$ cat src/sv/mogm_pkg.sv
package mogm_pkg;

  localparam int ROUTE_ENTRIES_DEF = 16;

  localparam int CFG_IDX_W  = 8;
  localparam int CFG_DATA_W = 16;

  typedef enum logic [CFG_IDX_W-1:0] {
    CFG_NODE_ADDRESS     = 8'd0,
    CFG_INITIAL_TTL      = 8'd1,
    CFG_PURGE_TIMEOUT    = 8'd2,
    CFG_PROTOCOL_VERSION = 8'd3
  } cfg_reg_t;

  localparam logic [7:0]  NODE_ADDRESS_RST     = 8'd1;
  localparam logic [7:0]  INITIAL_TTL_RST      = 8'd5;
  localparam logic [15:0] PURGE_TIMEOUT_RST    = 16'd10;
  localparam logic [7:0]  PROTOCOL_VERSION_RST = 8'd1;

  localparam logic ACT_MSG  = 1'b0;
  localparam logic ACT_TICK = 1'b1;

  localparam int FLAG_DIRECT_BIT = 0;
  localparam int FLAG_UNIDIR_BIT = 1;

  typedef struct packed {
    logic        action;
    logic [7:0]  msg_version;
    logic [7:0]  msg_flags;
    logic [7:0]  msg_ttl;
    logic [15:0] msg_sequence;
    logic [7:0]  msg_originator;
    logic [7:0]  msg_sender;
  } in_item_t;

  typedef struct packed {
    logic [7:0]  out_version;
    logic [7:0]  out_flags;
    logic [7:0]  out_ttl;
    logic [15:0] out_sequence;
    logic [7:0]  out_originator;
    logic [7:0]  out_sender;
    logic        out_is_forward;
  } out_result_t;

  typedef struct packed {
    logic [15:0] stamp;
    logic [7:0]  gateway;
    logic [7:0]  target;
  } route_entry_t;

  localparam int ENTRY_W = $bits(route_entry_t);

  typedef enum logic [1:0] {
    REC_NONE,
    REC_IF_KNOWN,
    REC_IF_UNKNOWN
  } rec_mode_t;

  typedef enum logic {
    OP_PURGE,
    OP_LOOKUP
  } scan_op_t;

  typedef struct packed {
    logic        valid;
    scan_op_t    op;
    rec_mode_t   rec;
    logic [7:0]  target;
    logic [7:0]  gateway;
    logic [15:0] now;
    logic [15:0] timeout;
  } tbl_req_t;

  typedef struct packed {
    logic done;
    logic known;
  } tbl_rsp_t;

endpackage

$ cat src/sv/mesh_ogm_route_engine_top.sv
// tick: own message on out_strobe the cycle after start, then busy for the purge
// pass, which reads the whole route table (one route table read per cycle)
// received message: rejected or dropped items never make the block busy;
// checked items keep it busy for a table scan plus write-back
// one item at a time; results are not held off by the receiver
// rst_n is synchronous: route table emptied, counters zeroed, registers to defaults
module mesh_ogm_route_engine_top import mogm_pkg::*; #(
  parameter int ROUTE_ENTRIES = ROUTE_ENTRIES_DEF
) (
  input  logic                  clk,
  input  logic                  rst_n,
  input  logic                  start,
  output logic                  busy,
  input  in_item_t              in_item,
  output logic                  out_strobe,
  output out_result_t           out_result,
  input  logic                  cfg_we,
  input  logic [CFG_IDX_W-1:0]  cfg_index,
  input  logic [CFG_DATA_W-1:0] cfg_data
);

  typedef enum logic {
    T_IDLE,
    T_WAIT
  } ctl_state_t;

  ctl_state_t  ctl_r;
  logic [7:0]  node_address_r;
  logic [7:0]  initial_ttl_r;
  logic [15:0] purge_timeout_r;
  logic [7:0]  protocol_version_r;
  logic [15:0] tick_time_r;
  logic [15:0] own_seq_r;
  logic        fwd_r;
  tbl_req_t    req_r;
  tbl_rsp_t    rsp;
  logic        out_strobe_r;
  out_result_t out_result_r;

  logic       accept;
  logic       msg_ok;
  logic       is_echo;
  logic       dir_flag;
  logic       uni_flag;
  logic [7:0] fwd_flags;

  assign busy     = (ctl_r != T_IDLE);
  assign accept   = start && !busy;
  assign msg_ok   = (in_item.msg_version == protocol_version_r) &&
                    (in_item.msg_sender != node_address_r) &&
                    (in_item.msg_ttl != 8'd0);
  assign is_echo  = (in_item.msg_originator == node_address_r);
  assign dir_flag = in_item.msg_flags[FLAG_DIRECT_BIT];
  assign uni_flag = in_item.msg_flags[FLAG_UNIDIR_BIT];

  // unidirectional bit filled in once the gateway lookup is back
  always_comb begin
    fwd_flags = '0;
    fwd_flags[FLAG_DIRECT_BIT] = (in_item.msg_sender == in_item.msg_originator);
  end

  mogm_route_table #(
    .ROUTE_ENTRIES (ROUTE_ENTRIES)
  ) u_table (
    .clk   (clk),
    .rst_n (rst_n),
    .req   (req_r),
    .rsp   (rsp)
  );

  always_ff @(posedge clk) begin
    if (!rst_n) begin
      ctl_r              <= T_IDLE;
      node_address_r     <= NODE_ADDRESS_RST;
      initial_ttl_r      <= INITIAL_TTL_RST;
      purge_timeout_r    <= PURGE_TIMEOUT_RST;
      protocol_version_r <= PROTOCOL_VERSION_RST;
      tick_time_r        <= '0;
      own_seq_r          <= '0;
      fwd_r              <= 1'b0;
      req_r.valid        <= 1'b0;
      out_strobe_r       <= 1'b0;
    end else begin
      out_strobe_r <= 1'b0;
      req_r.valid  <= 1'b0;

      if (cfg_we) begin
        case (cfg_index)
          CFG_NODE_ADDRESS:     node_address_r     <= cfg_data[7:0];
          CFG_INITIAL_TTL:      initial_ttl_r      <= cfg_data[7:0];
          CFG_PURGE_TIMEOUT:    purge_timeout_r    <= cfg_data;
          CFG_PROTOCOL_VERSION: protocol_version_r <= cfg_data[7:0];
          default: ;
        endcase
      end

      case (ctl_r)
        T_IDLE: begin
          if (accept) begin
            if (in_item.action == ACT_TICK) begin
              tick_time_r   <= tick_time_r + 16'd1;
              own_seq_r     <= own_seq_r + 16'd1;
              out_strobe_r  <= 1'b1;
              out_result_r  <= '{out_version: protocol_version_r, out_flags: 8'd0,
                                 out_ttl: initial_ttl_r, out_sequence: own_seq_r,
                                 out_originator: node_address_r,
                                 out_sender: node_address_r, out_is_forward: 1'b0};
              req_r.valid   <= 1'b1;
              req_r.op      <= OP_PURGE;
              req_r.rec     <= REC_NONE;
              req_r.now     <= tick_time_r + 16'd1;
              req_r.timeout <= purge_timeout_r;
              fwd_r         <= 1'b0;
              ctl_r         <= T_WAIT;
            end else if (msg_ok) begin
              if (is_echo) begin
                // own message echoed back: maybe learn the neighbor
                if (dir_flag) begin
                  req_r.valid   <= 1'b1;
                  req_r.op      <= OP_LOOKUP;
                  req_r.rec     <= REC_IF_UNKNOWN;
                  req_r.target  <= in_item.msg_sender;
                  req_r.gateway <= in_item.msg_sender;
                  req_r.now     <= tick_time_r;
                  fwd_r         <= 1'b0;
                  ctl_r         <= T_WAIT;
                end
              end else if (!uni_flag) begin
                req_r.valid   <= 1'b1;
                req_r.op      <= OP_LOOKUP;
                req_r.rec     <= REC_IF_KNOWN;
                req_r.target  <= in_item.msg_originator;
                req_r.gateway <= in_item.msg_sender;
                req_r.now     <= tick_time_r;
                fwd_r         <= 1'b1;
                out_result_r  <= '{out_version: in_item.msg_version, out_flags: fwd_flags,
                                   out_ttl: in_item.msg_ttl - 8'd1,
                                   out_sequence: in_item.msg_sequence,
                                   out_originator: in_item.msg_originator,
                                   out_sender: node_address_r, out_is_forward: 1'b1};
                ctl_r         <= T_WAIT;
              end
            end
          end
        end
        T_WAIT: begin
          if (rsp.done) begin
            if (fwd_r) begin
              out_strobe_r <= 1'b1;
              out_result_r.out_flags[FLAG_UNIDIR_BIT] <= !rsp.known;
            end
            ctl_r <= T_IDLE;
          end
        end
        default: begin
          ctl_r <= T_IDLE;
        end
      endcase
    end
  end

  assign out_strobe = out_strobe_r;
  assign out_result = out_result_r;

endmodule

$ cat src/sv/mogm_ram.sv
module mogm_ram #(
  parameter int WIDTH = 32,
  parameter int DEPTH = 16,
  localparam int AW = (DEPTH > 1) ? $clog2(DEPTH) : 1
) (
  input  logic             clk,
  input  logic             we,
  input  logic [AW-1:0]    waddr,
  input  logic [WIDTH-1:0] wdata,
  input  logic             re,
  input  logic [AW-1:0]    raddr,
  output logic [WIDTH-1:0] rdata
);

  logic [WIDTH-1:0] mem [DEPTH];
  logic [WIDTH-1:0] rdata_r;

  always_ff @(posedge clk) begin
    if (we) begin
      mem[waddr] <= wdata;
    end
    if (re) begin
      rdata_r <= mem[raddr];
    end
  end

  assign rdata = rdata_r;

endmodule

$ cat src/sv/mogm_route_table.sv
module mogm_route_table import mogm_pkg::*; #(
  parameter int ROUTE_ENTRIES = ROUTE_ENTRIES_DEF
) (
  input  logic     clk,
  input  logic     rst_n,
  input  tbl_req_t req,
  output tbl_rsp_t rsp
);

  localparam int IW = (ROUTE_ENTRIES > 1) ? $clog2(ROUTE_ENTRIES) : 1;
  localparam int CW = $clog2(ROUTE_ENTRIES + 1);
  localparam logic [IW-1:0] LAST_IDX = IW'(ROUTE_ENTRIES - 1);
  localparam logic [CW-1:0] N_CNT    = CW'(ROUTE_ENTRIES);

  typedef enum logic [1:0] {
    S_IDLE,
    S_SCAN,
    S_WRITE
  } tbl_state_t;

  tbl_state_t   state_r;
  scan_op_t     op_r;
  rec_mode_t    rec_r;
  logic [7:0]   target_r;
  logic [7:0]   gateway_r;
  logic [15:0]  now_r;
  logic [15:0]  timeout_r;

  logic [CW-1:0] rd_cnt_r;
  logic          cmp_vld_r;
  logic [IW-1:0] cmp_idx_r;
  logic [ROUTE_ENTRIES-1:0] valid_r;

  logic          known_r;
  logic          match_fnd_r;
  logic [IW-1:0] match_idx_r;
  logic          free_fnd_r;
  logic [IW-1:0] free_idx_r;
  logic          done_r;

  logic [ENTRY_W-1:0] ram_rdata;
  route_entry_t       ent;
  logic               ent_vld;
  logic [15:0]        age;
  logic               stale;
  logic               gw_hit;
  logic               pair_hit;
  logic               free_hit;
  logic               rd_issue;
  logic [IW-1:0]      rd_addr;
  logic               scan_end;
  logic               do_rec;
  logic               wr_en;
  logic [IW-1:0]      wr_addr;
  route_entry_t       wr_ent;

  assign ent      = route_entry_t'(ram_rdata);
  assign ent_vld  = cmp_vld_r && valid_r[cmp_idx_r];
  // age wraps like the 16-bit tick counter
  assign age      = now_r - ent.stamp;
  assign stale    = ent_vld && (age > timeout_r);
  assign gw_hit   = ent_vld && (ent.gateway == gateway_r);
  assign pair_hit = gw_hit && (ent.target == target_r);
  assign free_hit = cmp_vld_r && !valid_r[cmp_idx_r];

  assign rd_issue = (state_r == S_SCAN) && (rd_cnt_r != N_CNT);
  assign rd_addr  = rd_cnt_r[IW-1:0];
  assign scan_end = cmp_vld_r && (cmp_idx_r == LAST_IDX);

  assign do_rec = ((rec_r == REC_IF_KNOWN) && known_r) ||
                  ((rec_r == REC_IF_UNKNOWN) && !known_r);
  assign wr_en   = (state_r == S_WRITE) && do_rec && (match_fnd_r || free_fnd_r);
  assign wr_addr = match_fnd_r ? match_idx_r : free_idx_r;
  assign wr_ent  = '{stamp: now_r, gateway: gateway_r, target: target_r};

  mogm_ram #(
    .WIDTH (ENTRY_W),
    .DEPTH (ROUTE_ENTRIES)
  ) u_ram (
    .clk   (clk),
    .we    (wr_en),
    .waddr (wr_addr),
    .wdata (wr_ent),
    .re    (rd_issue),
    .raddr (rd_addr),
    .rdata (ram_rdata)
  );

  always_ff @(posedge clk) begin
    if (!rst_n) begin
      state_r   <= S_IDLE;
      valid_r   <= '0;
      cmp_vld_r <= 1'b0;
      rd_cnt_r  <= '0;
      done_r    <= 1'b0;
    end else begin
      done_r    <= 1'b0;
      cmp_vld_r <= rd_issue;
      cmp_idx_r <= rd_addr;
      if (rd_issue) begin
        rd_cnt_r <= rd_cnt_r + CW'(1);
      end

      case (state_r)
        S_IDLE: begin
          if (req.valid) begin
            op_r        <= req.op;
            rec_r       <= req.rec;
            target_r    <= req.target;
            gateway_r   <= req.gateway;
            now_r       <= req.now;
            timeout_r   <= req.timeout;
            rd_cnt_r    <= '0;
            known_r     <= 1'b0;
            match_fnd_r <= 1'b0;
            free_fnd_r  <= 1'b0;
            state_r     <= S_SCAN;
          end
        end
        S_SCAN: begin
          if (op_r == OP_PURGE) begin
            if (stale) begin
              valid_r[cmp_idx_r] <= 1'b0;
            end
          end else begin
            if (gw_hit) begin
              known_r <= 1'b1;
            end
            if (pair_hit && !match_fnd_r) begin
              match_fnd_r <= 1'b1;
              match_idx_r <= cmp_idx_r;
            end
            // lowest free slot wins
            if (free_hit && !free_fnd_r) begin
              free_fnd_r <= 1'b1;
              free_idx_r <= cmp_idx_r;
            end
          end
          if (scan_end) begin
            if (op_r == OP_PURGE) begin
              done_r  <= 1'b1;
              state_r <= S_IDLE;
            end else begin
              state_r <= S_WRITE;
            end
          end
        end
        S_WRITE: begin
          if (wr_en && !match_fnd_r) begin
            valid_r[wr_addr] <= 1'b1;
          end
          done_r  <= 1'b1;
          state_r <= S_IDLE;
        end
        default: begin
          state_r <= S_IDLE;
        end
      endcase
    end
  end

  assign rsp.done  = done_r;
  assign rsp.known = known_r;

endmodule

$ cat config.mk
export PLATFORM = sky130hd
export DESIGN_NAME = mesh_ogm_route_engine_top
export DESIGN_NICKNAME = d
export VERILOG_FILES = /design/src/sv/mogm_pkg.sv /design/src/sv/mesh_ogm_route_engine_top.sv /design/src/sv/mogm_ram.sv /design/src/sv/mogm_route_table.sv
export SDC_FILE = /design/constraint.sdc
export NUM_CORES = 1
export LEC_CHECK = 0
export ABC_AREA = 0
export BUFFER_PORTS_ARGS = -buffer_cell sky130_fd_sc_hd__buf_2
export CORE_ASPECT_RATIO = 2
export CORE_MARGIN = 2
export CORE_UTILIZATION = 64
export CTS_BUF_LIST = sky130_fd_sc_hd__clkbuf_4
export DETAILED_ROUTE_END_ITERATION = 16
export GPL_ROUTABILITY_DRIVEN = 0
export GPL_TIMING_DRIVEN = 0
export PLACE_DENSITY_LB_ADDON = 0.12
export REMOVE_ABC_BUFFERS = 1
export SYNTH_ARGS = -nofsm -noshare
export SYNTH_HDL_FRONTEND = slang
export SYNTH_SLANG_ARGS = --single-unit
$ cat constraint.sdc
create_clock -name clk -period 6.25 [get_ports clk]
set_input_delay 1.25 -clock clk [delete_from_list [all_inputs] [get_ports clk]]
set_output_delay 1.25 -clock clk [all_outputs]
set_load 0.02 [all_outputs]
==> impl_metrics.tcl <==
set metrics [dict create \
    hold_viol_final 0 \
    yosys_warnings 0 \
    fmax_mhz 179 \
    power_mw 9.98 \
    grt_pass1_wl_microns 109000 \
    wirelength_microns 71400 \
    holdBufCountCts 0 \
    routedWlPerCell_microns 24.6 \
    r2r_cells 16 \
    antenna_found_initial 2 \
    outcome "finished, final reports clean" \
    yosysMostFrequentCell "edfxtp_1" \
    core_area_sq_um 50800 \
    yosysTopAreaCell "edfxtp_1" \
    slew_viol_final 0 \
    drc 0 \
    netlist_instances 1853 \
    firstDrtPassIters 7 \
    die-area_sq_um 53300 \
    cap_violations 0 \
    dp_hpwl_microns 44800 \
    drive_gt1_share_pct 29.4 \
    cts_resized 0 \
    grt_pass1_vias 18980 \
    ios 144 \
    clock-sinks 813 \
    tns_ps 0 \
    cellLeakagePower_nw 12.3 \
    required_ps 7080 \
    synth_seq_area_share_pct 71.2 \
    ant_nets 0 \
    cts.clk_slew.worst_paths_ps 70 \
    syn-cell-area_sq_um 32900 \
    start_kind "flip-flop" \
    min_period_ps 5580 \
    ys_top_cells_by_count "edfxtp_1 (712), mux4_2 (164), dfxtp_1 (101), nand2_1 (90), nor2_1 (68)" \
    clk_path_buf_depth 3 \
    powerDensity_nw_per_um2 270 \
    vdd_drop_max_v 0.000177 \
    async_flop_share_pct 0 \
    drtIter0Drc 1392 \
    hold_path_depth 0 \
    tritoncts "built" \
    fin_nets 2236 \
    synth_ff_type "edfxtp_1" \
    cp_cell_sequence "ha_1 > nor2b_1 > o31ai_1 > a211oi_1 > o31ai_1 > o2111ai_1 > a21oi_1 > xnor2_1 > ha_1 > and4_1 > nand2_1 > or3_1 > o211ai_1 > buf_4 > a31oi_2 > o21ai_0" \
    stdcell_area_sq_um 36900 \
    num_rows 117 \
    max_stage_delay_ps 880 \
    critPathBufInv 1 \
    cp-end-kind "flip-flop" \
    tightest_slew_ps 1320 \
    grt_max_degree 109 \
    synth.avg_cell_area_sq_um 17.7 \
    rsz0062_at_grt "false" \
    post_cts_buffers 0 \
    synthTopCellsByArea "edfxtp_1 (65%), mux4_2 (11%), dfxtp_1 (6.2%)" \
    grt_usage_pct 27.9 \
    htree_levels 4 \
    avgViaCountPerCell 6.11 \
    max_slew_margin_pct 11.8 \
    crit_type "flip-flop to flip-flop" \
    critPathArrivalTime_ps 6410 \
    cts-root-buf "clkbuf_4" \
    numPortBuffers 131 \
    synth_edf_count 712 \
    vias 17746 \
    worst_path_max_delay_cell "o211ai_1" \
    syn_to_final_growth_pct 12.3 \
    synth_top_area_share_pct 65.0 \
    utilization_pct 72.7 \
    die_h_microns 325 \
    insertion_delay_ps 910 \
    crit_fanout 18 \
    gr-total-overflow 0 \
    numCtsBuffers 169 \
    placed_area_sq_um 34900 \
    path_delay_family "compound AO/OA/AOI/OAI gates" \
    hp-class "flip-flop to flip-flop" \
    fin_crit_sh_pct 89.3 \
    crit_cells 16 \
    setup_viol 0 \
    die_w_microns 164 \
    ys_types 76 \
    synth-seq-cells 813 \
    start_util_pct 64.7 \
    skew_ps 51.9 \
]
==> registers in the layout, indices dropped and copies added (netlist names), 2 cells and up <==
signal and cells:
u_table.u_ram.rdata 32, own_seq_r 16, u_table.state_r 2, u_table.rec_r 2, out_result 51, u_table.now_r 16
req_r 52, u_table.timeout_r 16, u_table.rd_cnt_r 5, u_table.valid_r 16, u_table.free_idx_r 4, tick_time_r 16
u_table.cmp_idx_r 4, initial_ttl_r 8, u_table.u_ram.mem 512, u_table.target_r 8, protocol_version_r 8, purge_timeout_r 16
u_table.match_idx_r 4, node_address_r 8, u_table.gateway_r 8
==> layout by cell type (no fill, tap or decap), drive strengths merged, types with 43 or more instances in the layout <==
cell    netlist  layout
clkbuf       49     229
edfxtp      712     712
xnor2        55      55
nor2b        43      43
clkinv        1      66
o21ai        52      52
dfxtp       101     101
mux4        165     165
nand2        91      91
inv          57      67
buf          32     162
nor2         69      69
==> routing by layer <==
metal	global-route usage (%)	up-vias	share of wire, %	wire, microns
li1	-	7936	-	-
met1	33.1	8927	36	25600
met4	13.7	0	4.0	2870
met2	48.4	713	54	38400
met3	5.40	170	6.4	4570
met5	0	-	0	0
==> where the power goes <==
group,switching [mW],internal [mW]
combinational,0.199,0.169
clock,1.97,1.72
sequential,0.0398,5.88
==> cell type report <==
cell class / instances / area, sq um
Antenna cell: 3 / 7.51
Clock buffer: 229 / 1720
Clock inverter: 80 / 334
Fill cell: 3114 / 13900
Inverter: 58 / 218
Multi-Input combinational cell: 906 / 9060
Sequential cell: 813 / 23400
Tap cell: 654 / 818
Timing Repair Buffer: 162 / 1350
==> path summary, 6_finish.rpt <==
kind,from,end,slack (ps)
hold reg to reg,req_r[21],u_table.now_r[5],420
setup reg to reg,u_table.now_r[1],u_table.valid_r[10],670
setup / recovery,u_table.now_r[1],u_table.valid_r[10],670
hold / removal,req_r[21],u_table.now_r[5],420
==> worst register-to-register path, delay by kind of cell, from the launching register on <==
family	cells	cell delay (ps)
buffers and inverters	1	360
and+or+nand+nor	4	890
adders and majority gates	2	650
xor gates and xnor gates	1	90
DFF	1	740
AOI/OAI and AO/OA	8	2830
==> kinds of logic (layout without fill, tap and decap cells) <==
| logic type | after synthesis | after routing | share of synthesized area [%] |
|---|---|---|---|
| flip-flops | 813 | 813 | 71.2 |
| AND/OR/NAND/NOR | 363 | 363 | 5.88 |
| multiplexers | 241 | 241 | 13.8 |
| AO/OA/AOI/OAI | 163 | 163 | 3.37 |
| buffers and inverters | 139 | 529 | 1.75 |
| XOR/XNOR | 92 | 92 | 2.45 |
| adder cells (fa/ha/maj) | 41 | 41 | 1.58 |
| other | 1 | 9 | 0.0114 |
==> metrics by stage <==
step                      setup WS [ps]  instances  hold slack [ps]
after floorplan                    -981       1777              400
after global placement            -4520       2562              403
after detailed placement            710       2593              406
after CTS                           726       2902              422
after global routing                281       2904              426
final                               668       2905              421
Power figures use the tool's default switching activity.
